[src/ihq_pkg.sv]
package ihq_pkg;

    // Operation codes carried by a request
    localparam logic [1:0] OP_INSERT     = 2'd0;
    localparam logic [1:0] OP_DELETE_MIN = 2'd1;
    localparam logic [1:0] OP_DECREASE   = 2'd2;

    // Result status codes
    localparam logic [2:0] ST_OK      = 3'd0;
    localparam logic [2:0] ST_FULL    = 3'd1;
    localparam logic [2:0] ST_EMPTY   = 3'd2;
    localparam logic [2:0] ST_NODE    = 3'd3;
    localparam logic [2:0] ST_RAISED  = 3'd4;

    // Datapath commands issued by the controller
    typedef enum logic [3:0] {
        CMD_NONE,
        CMD_CLEAR,
        CMD_LOAD,
        CMD_READ_FIRST,
        CMD_DECODE,
        CMD_DK_READ,
        CMD_DK_CHECK,
        CMD_UP_READ,
        CMD_UP_STEP,
        CMD_DN_READ,
        CMD_DN_STEP,
        CMD_PLACE,
        CMD_FINISH
    } dp_cmd_t;

    // Datapath status back to the controller
    typedef struct packed {
        logic clear_last;
        logic dec_up;
        logic dec_down;
        logic dec_dk;
        logic dk_raise;
        logic up_more;
        logic up_move;
        logic dn_more;
        logic dn_move;
        logic rsp_busy;
    } dp_stat_t;

endpackage

[src/ihq_ctrl.sv]
module ihq_ctrl
    import ihq_pkg::*;
(
    input  logic     clk,
    input  logic     rst_n,
    input  logic     req_valid,
    input  dp_stat_t stat,
    output dp_cmd_t  cmd,
    output logic     ready
);

    typedef enum logic [3:0] {
        S_CLEAR,
        S_IDLE,
        S_READ,
        S_DECODE,
        S_DK_RD,
        S_DK_CHK,
        S_UP_RD,
        S_UP_CMP,
        S_DN_RD,
        S_DN_CMP,
        S_PLACE,
        S_DONE
    } state_t;

    state_t state_reg;

    always_comb
    begin
        case (state_reg)
            S_CLEAR:  cmd = CMD_CLEAR;
            S_IDLE:   cmd = req_valid ? CMD_LOAD : CMD_NONE;
            S_READ:   cmd = CMD_READ_FIRST;
            S_DECODE: cmd = CMD_DECODE;
            S_DK_RD:  cmd = CMD_DK_READ;
            S_DK_CHK: cmd = CMD_DK_CHECK;
            S_UP_RD:  cmd = CMD_UP_READ;
            S_UP_CMP: cmd = CMD_UP_STEP;
            S_DN_RD:  cmd = CMD_DN_READ;
            S_DN_CMP: cmd = CMD_DN_STEP;
            S_PLACE:  cmd = CMD_PLACE;
            S_DONE:   cmd = stat.rsp_busy ? CMD_NONE : CMD_FINISH;
            default:  cmd = CMD_NONE;
        endcase
    end

    assign ready = (state_reg == S_IDLE);

    always_ff @(posedge clk or negedge rst_n)
    begin
        if (!rst_n)
        begin
            state_reg <= S_CLEAR;
        end
        else
        begin
            case (state_reg)
                S_CLEAR:  if (stat.clear_last) state_reg <= S_IDLE;
                S_IDLE:   if (req_valid) state_reg <= S_READ;
                S_READ:   state_reg <= S_DECODE;
                S_DECODE:
                begin
                    if (stat.dec_up)
                        state_reg <= S_UP_RD;
                    else if (stat.dec_down)
                        state_reg <= S_DN_RD;
                    else if (stat.dec_dk)
                        state_reg <= S_DK_RD;
                    else
                        state_reg <= S_DONE;
                end
                S_DK_RD:  state_reg <= S_DK_CHK;
                S_DK_CHK: state_reg <= stat.dk_raise ? S_DONE : S_UP_RD;
                S_UP_RD:  state_reg <= stat.up_more ? S_UP_CMP : S_PLACE;
                S_UP_CMP: state_reg <= stat.up_move ? S_UP_RD : S_PLACE;
                S_DN_RD:  state_reg <= stat.dn_more ? S_DN_CMP : S_PLACE;
                S_DN_CMP: state_reg <= stat.dn_move ? S_DN_RD : S_PLACE;
                S_PLACE:  state_reg <= S_DONE;
                S_DONE:   if (!stat.rsp_busy) state_reg <= S_IDLE;
                default:  state_reg <= S_IDLE;
            endcase
        end
    end

endmodule

[config.mk]
export PLATFORM = sky130hd
export DESIGN_NAME = ihq_ctrl
export DESIGN_NICKNAME = d
export VERILOG_FILES = /design/src/ihq_pkg.sv /design/src/ihq_ctrl.sv
export SDC_FILE = /design/constraint.sdc
export NUM_CORES = 1
export LEC_CHECK = 0
export BUFFER_PORTS_ARGS = -buffer_cell sky130_fd_sc_hd__buf_4
export CAP_MARGIN = 20
export CORE_AREA = 2 2 39 41
export CTS_CLUSTER_DIAMETER = 30
export DETAILED_ROUTE_END_ITERATION = 6
export DIE_AREA = 0 0 41 43
export GPL_TIMING_DRIVEN = 0
export SLEW_MARGIN = 20
export SYNTH_ARGS = -nofsm -noshare
export SYNTH_HDL_FRONTEND = slang
export SYNTH_SLANG_ARGS = --single-unit
[constraint.sdc]
create_clock -name clk -period 4.15 [get_ports clk]
set_clock_uncertainty 0.1 [all_clocks]
set_input_delay 0.2075 -clock clk [delete_from_list [all_inputs] [get_ports clk]]
set_output_delay 0.2075 -clock clk [all_outputs]
set_load 0.03 [all_outputs]
==> impl_results.md, run 1 <==
* Outcome: completed
* Share of layout cells above drive strength 1 at 35.5%
* Fin. max-slew vios at 0
* Fin. Hold Viols at 0
* Area growth, synth to finish at 42.7%
* Starting DRT DRC Count at 10
* Critical Path Sink Type: primary output
* Register share of total power at approximately 17%
* Drt drc at 0
* Die H at 43 um
* Vias in the first global route at 399
* Via density per instance at between 5 and 6
* Slowest cell on crit path: dfrtp_1
* Clock buffer depth at 2
* Post-synthesis sequential area ratio at about a quarter
* Post-Synthesis Cells at 55
* Crit path buf inv count at 2
* Worst hold path class: input port to register
* Post-Route Setup TNS at 0 ns
* Max VDD drop at around 0.32 mV
* Worst-margin pin slew at about 0.32 ns
* First-pass GRT wire length at approximately 1600 um
* Switching share of power at between 40% and 50%
* Worst hold margin at ~0.14 ns
* Post-Layout Cell Count at 92
* Synthesized cell area at 422 sq um
* Initial antenna violation count at 0
* Initial Utilization at between 30% and 40%
* Clk slew on worst S/H paths at 0.04 ns
* Clock power frac at 10.7%
* I/O Buffers at 17
* Gr ovfl total at 0
* Yosys reg bits at 4
* Die X at roughly 40 um
* Io pins at 18
* Row count at 14
* H-tree depth at 1
* Int Pwr at about 240 uW
* Post-CTS Resized at 0
* CTS buffer count at 3
* Final period util at 45.7%
* Die ar. at between 1500 and 2000 sq um
* Fin nets at 91
* Routed Antenna Nets at 0
* GRT Total Usage at between 10% and 20%
* Area of the core at about 1400 sq um
* Post-CTS setup buffer count at 0
* RSZ-0062 raised after global routing: no
* Via Count at 487
* Clock Sinks at 4
* Worst EP arrival at 1.59 ns
* Static Leak at between 0.2 and 0.3 nW
* Crit path max fanout at 10
* Pin count of the biggest net entering global routing at 11
* WP data required at 3.84 ns
* CTS tree: built
* Critical Path, Cell by Cell: buf_2 -> or2_1 -> o21ai_1 -> a221oi_1 -> buf_4
* P_sw at approximately 230 uW
* Root Driver: clkbuf_4
* Post-detail-place hpwl at a little over 800 um
* Max_slew headroom at 78.7%
* Fmax at ~530 MHz
* Synth cell types at 28
* Syn Nets at between 60 and 70
* Comb power frac at a little over 70%
* CP Class: register to primary output
* Total wire length at between 1000 and 1500 um
* GP Congestion at about 0.78
* Syn_area_per_cell at between 7 and 8 sq um
* Worst setup SP type: register
* Antenna Cells at 0
* DR pass1 iterations at 4
* Maxcap violations at 0
* Routed wire per std cell at ~12 um
* CP max stage delay at 0.37 ns
* Dpl cells at between 80 and 90
* Tot Pwr at about 470 uW
* Final setup fails at 0
* Top Family by Delay on Critical Path: buffers and inverters
* Ys Warns at 0
* Max reg flops at 4
* Pwr dens at 775 nW/um^2
* Clock Latency Late Sink at roughly 0.24 ns
* Crit path time final at ~1.9 ns
* Fill count at ~140
* Hold Buf Count CTS at 1
* Final Core Density at 43.5%
-- logic make-up after synthesis --
logic type | share of synthesized area, %
DFF | 23.7
AOI/OAI and AO/OA | 34.4
buffers and inverters | 7.12
muxes | 2.67
and+or+nand+nor | 32.0
-- final cells by class --
class                           instances  area, sq um  area share (%)
Tap cell                               16         20.0            3.33
Timing Repair Buffer                   18          138            22.9
Sequential cell                         4          100            16.6
Multi-Input combinational cell         46          292            48.4
Buffer                                  4         26.3            4.37
Inverter                                1         3.75           0.624
Clock buffer                            3         22.5            3.74
-- Yosys cell counts (all sizes together) --
master / instances / area share [%]
inv: 1 / 0.89
nor3b: 1 / 1.8
nand2b: 4 / 5.9
buf: 4 / 6.2
nand4bb: 1 / 2.7
o311ai: 1 / 2.1
or2: 1 / 1.5
o22ai: 2 / 3.0
mux2: 1 / 2.7
dfrtp: 4 / 24
nor2b: 4 / 5.9
a211oi: 3 / 6.5
a221oi: 1 / 2.1
nor4: 2 / 3.0
a311o: 1 / 2.4
nand2: 3 / 2.7
a21o: 1 / 1.8
or4: 1 / 1.8
nor2: 5 / 4.5
o21bai: 1 / 1.8
o2bb2ai: 1 / 2.1
a21oi: 6 / 7.1
o21ai: 3 / 3.6
nand3: 1 / 1.2
o32ai: 1 / 2.1
nor3: 1 / 1.2
-- power by group through the flow --
stage / Sequential [mW] / Clock (mW) / Combinational [mW]
2_1_floorplan: 0.0707 / 0 / 0.252
3_3_place_gp: 0.0770 / 0 / 0.344
3_5_place_dp: 0.0770 / 0 / 0.341
4_1_cts: 0.0768 / 0.0511 / 0.343
5_1_grt: 0.0803 / 0.0563 / 0.367
6_report: 0.0777 / 0.0497 / 0.339
-- placed cells by master, fill, tap and decap left out --
cell type      instances
a211oi_1               2
o32ai_1                1
o21bai_1               1
nor2b_1                4
a211oi_2               1
nor3_1                 1
buf_6                  1
o311ai_1               1
or2_1                  1
nor4_1                 2
dlygate4sd3_1          1
nand2b_1               4
o21ai_1                3
o22ai_1                2
buf_4                 17
nor3b_1                1
or4_1                  1
inv_2                  1
nand2_1                3
a21oi_1                6
a311o_1                1
dfrtp_1                4
o2bb2ai_1              1
nand4bb_1              1
nand3_1                1
a21o_1                 1
mux2_2                 1
a221oi_1               1
nor2_1                 5
buf_2                  3
clkbuf_4               3
-- per-stage QoR --
step | worst slack (ns) | area [sq um]
after floorplan | 2.27 | 422
after global placement | 2.52 | 569
after detailed placement | 2.52 | 569
after CTS | 2.26 | 602
after global routing | 2.18 | 602
final | 2.25 | 602
-- path summary, 6_finish.rpt --
| path | start | endpoint | slack, ns | cells past startpoint |
|---|---|---|---|---|
| setup / recovery | state_reg[2]$_DFFE_PN0P_ | cmd[1] | 2.25 | 5 |
| hold / removal | stat[9] | state_reg[0]$_DFFE_PN0P_ | 0.14 | 3 |
| setup reg to reg | state_reg[2]$_DFFE_PN0P_ | state_reg[1]$_DFFE_PN0P_ | 2.63 | 5 |
| hold reg to reg | state_reg[3]$_DFFE_PN0P_ | state_reg[1]$_DFFE_PN0P_ | 0.56 | 2 |
| max in group asynchronous | rst_n | state_reg[2]$_DFFE_PN0P_ | 3.65 | 2 |
| min in group asynchronous | rst_n | state_reg[3]$_DFFE_PN0P_ | 0.20 | 2 |
-- worst reg2reg max path: stages, from the launching register on --
cell	delay (ns)
dfrtp_1	0.39
buf_2	0.18
or2_1	0.29
a211oi_2	0.20
a21oi_1	0.08
o2bb2ai_1	0.15
-- layer usage --
metal  vias up  GRT usage [%]  wire length (um)
met2        15           19.7               519
met1       217           17.2               486
met3         0           7.85                86
met5         -              0                 0
met4         0           4.00                 0
li1        255              -                 -
Power figures use the tool's default switching activity.
==> run 2: changes to the inputs <==
--- a/config.mk
+++ b/config.mk
@@ -5,6 +5,7 @@
 export SDC_FILE = /design/constraint.sdc
 export NUM_CORES = 1
 export LEC_CHECK = 0
+export ABC_AREA = 1
 export BUFFER_PORTS_ARGS = -buffer_cell sky130_fd_sc_hd__buf_4
 export CAP_MARGIN = 20
 export CORE_AREA = 2 2 39 41
@@ -12,6 +13,7 @@
 export DETAILED_ROUTE_END_ITERATION = 6
 export DIE_AREA = 0 0 41 43
 export GPL_TIMING_DRIVEN = 0
+export PLACE_DENSITY = 0.66
 export SLEW_MARGIN = 20
 export SYNTH_ARGS = -nofsm -noshare
 export SYNTH_HDL_FRONTEND = slang
==> constraint.sdc (replaced) <==
create_clock -name clk -period 1.5 [get_ports clk]
set_clock_uncertainty 0.1 [all_clocks]
set_input_delay 0.075 -clock clk [delete_from_list [all_inputs] [get_ports clk]]
set_output_delay 0.075 -clock clk [all_outputs]
set_load 0.03 [all_outputs]
==> impl_results.md, run 2 <==
* Commonest cells in the netlist: nand2_1, nor2_1, inv_1
* Comb power frac at between 70% and 80%
* Vias in the first global route at around 590
* Syn_area_per_cell at ~5.7 sq um
* Antenna Cells at 0
* Worst hold path class: input port to register
* GRT Total Usage at between 10% and 20%
* Final Core Density at between 50% and 60%
* Post-Layout Cell Count at 132
* Post-Synthesis Cells at 88
* Root Driver: clkbuf_4
* Synth async-reset ratio at between 90% and 100%
* CP Class: register to primary output
* Int Pwr at 700 uW
* Die H at around 43 um
* Commonest non-fill, non-tap cell in the layout: nand2_1
* Top cells by area, synth: nand2_1, dfrtp_1, nor2_1
* Synthesized cell area at about 500 sq um
* Worst setup SP type: register
* P_sw at between 800 and 900 uW
* Share of layout cells above drive strength 1 at between 40% and 50%
* Post-Route Setup TNS at 0 ns
* Worst reg-to-reg path cell count at 9
* Tot Pwr at around 1.5 mW
* Share of the synthesized area in the top cell type at 20.1%
* Fill count at about 140
* Routed Antenna Nets at 0
* Io pins at 18
* CTS tree: built
* Register share of total power at ~18%
* Fin. Hold Viols at 0
* Fmax at 676 MHz
* Clock Sinks at 4
* Crit path time final at 1.48 ns
* Via density per instance at between 4 and 5
* Final setup fails at 0
* Finished Cell Area at roughly 770 sq um
* Endpoint, Worst Hold: state_reg[2]$_DFFE_PN0P_
* Post-synthesis sequential area ratio at 19.9%
* DR pass1 iterations at 4
* Row count at 14
* Worst EP arrival at approximately 1.3 ns
* Drt drc at 0
* Clock Latency Late Sink at ~0.23 ns
* Most frequent cells in the layout: nand2_1, buf_4, nor2_1
* Total wire length at 1380 um
* Via Count at 654
* Die ar. at roughly 1800 sq um
* Worst-margin pin slew at roughly 0.27 ns
* Placement Setup Slack at approximately 0.1 ns
* Ys Warns at 0
* Fin. max-slew vios at 0
* Clock buffer depth at 2
* Area growth, synth to finish at 53.5%
* R2r setup slk at roughly 0.09 ns
* GP Congestion at a little over 0.8
* I/O Buffers at 17
* CTS buffer count at 3
* Worst Hold Launch: stat[3]
* Top_reg_cell synth: dfrtp_1
* Switching share of power at 53.4%
* Slowest cell on crit path: dfrtp_2
* Starting DRT DRC Count at 12
* Area after DPL at around 650 sq um
* Count leader, synth: nand2_1
* Area leader, netlist: nand2_1
* Max VDD drop at 1.15 mV
* Fin nets at 131
* Die X at about 40 um
* Crit path max fanout at 6
* R2r startpoint: state_reg[2]$_DFFE_PN0P_
* Post-synth EDFFs at 0
* Gr ovfl total at 0
* Critical Path Sink Type: primary output
* Critical Path, Cell by Cell: inv_4 -> nor2_4 -> nand2_2 -> o211ai_1 -> buf_4
* Clk slew on worst S/H paths at roughly 0.030 ns
* RSZ-0062 raised after global routing: yes
* Pwr dens at a little under 2000 nW/um^2
* Max_slew headroom at about 82%
* Clock power frac at between 8 and 9%
* WP data required at approximately 1.3 ns
* Initial Utilization at 36.3%
* Worst hold margin at between 0.02 and 0.025 ns
* Crit path buf inv count at 2
* First-pass GRT wire length at approximately 2200 um
* Syn Nets at around 100
* H-tree depth at 1
* Dpl cells at between 100 and 150
* Worst Slack Setup Final at roughly 0.02 ns
* Outcome: completed
* Pin count of the biggest net entering global routing at 9
* Initial antenna violation count at 0
* Top Family by Delay on Critical Path: flip-flops
* Area of the core at 1380 sq um
* Max reg flops at 4
* Yosys reg bits at 4
* Static Leak at 0.409 nW
* Critical R2R Capture: state_reg[0]$_DFFE_PN0P_
* Post-detail-place hpwl at slightly above 1000 um
* Synth cell types at 19
* Maxcap violations at 0
* Hold depth at 3
* Routed wire per std cell at 10.5 um
* Final period util at a little over nine tenths
* CP max stage delay at approximately 0.43 ns
[run 2: cell types whose count changed in the layout (fill, tap and decap cells not counted), sizes merged, moves of 3 or more]
cell	before	now
a211oi	3	0
o21ai	3	6
nor2	5	17
nand2	3	29
buf	21	24
inv	1	13
a21oi	6	3
nand3	1	8
nand2b	4	0
nor2b	4	0
[run 2: repair_timing]
| item | 4_1_cts | 5_1_grt |
|---|---|---|
| hold buffers | 1 | 0 |
| setup buffers | 3 | 4 |
| endpoints found under the setup margin | 3 | 3 |
| pin swaps | 1 | 5 |
| hold endpoints to repair | 4 | 0 |
| resized for setup | 5 | 10 |
[run 2: how the worst max path moves through the flow]
stage | slack, ns | from | depth (start not counted) | end
2_1_floorplan | 0.10 | state_reg[2]$_DFFE_PN0P_ | 3 | cmd[1]
4_1_cts | 0.002 | state_reg[3]$_DFFE_PN0P_ | 6 | cmd[2]
3_3_place_gp | 0.11 | state_reg[3]$_DFFE_PN0P_ | 6 | state_reg[0]$_DFFE_PN0P_
6_report | 0.02 | state_reg[0]$_DFFE_PN0P_ | 5 | cmd[1]
3_5_place_dp | 0.10 | state_reg[3]$_DFFE_PN0P_ | 6 | state_reg[0]$_DFFE_PN0P_
5_1_grt | -0.06 | state_reg[0]$_DFFE_PN0P_ | 5 | cmd[1]
[run 2: cells by family (layout without fill, tap and decap cells)]
family          after synthesis  in the layout  synth area share [%]
simple gates                 58             58                  55.2
compound gates               13             13                  15.2
buf+inv                      13             41                  9.70
flops                         4              4                  19.9
[run 2: power groups by stage]
stage | registers, mW | clock network (mW) | logic, mW
after floorplan | 0.229 | 0 | 0.683
after CTS | 0.251 | 0.131 | 0.978
after global placement | 0.245 | 0 | 0.924
final | 0.269 | 0.127 | 1.10
after global routing | 0.280 | 0.140 | 1.21
after detailed placement | 0.245 | 0 | 0.929
[run 2: layout make-up]
| class | instances | area, sq um | share of cell area [%] |
|---|---|---|---|
| Multi-Input combinational cell | 71 | 374 | 48.5 |
| Timing Repair Buffer | 25 | 194 | 25.1 |
| Sequential cell | 4 | 105 | 13.6 |
| Inverter | 13 | 56.3 | 7.29 |
| Clock buffer | 3 | 22.5 | 2.92 |
| Tap cell | 16 | 20.0 | 2.59 |
[run 2: worst min-delay path: cells and delay by family]
family                 cells  cell delay (ns)
AND/OR/NAND/NOR            1             0.05
buffers and inverters      1             0.08
AO/OA/AOI/OAI              1             0.10
[run 2: metal layers]
metal / part of all wire [%] / track usage, %
met5: 0 / 0
met4: 2.7 / 6.67
met3: 5.3 / 5.76
met2: 48 / 28.1
met1: 44 / 20.5
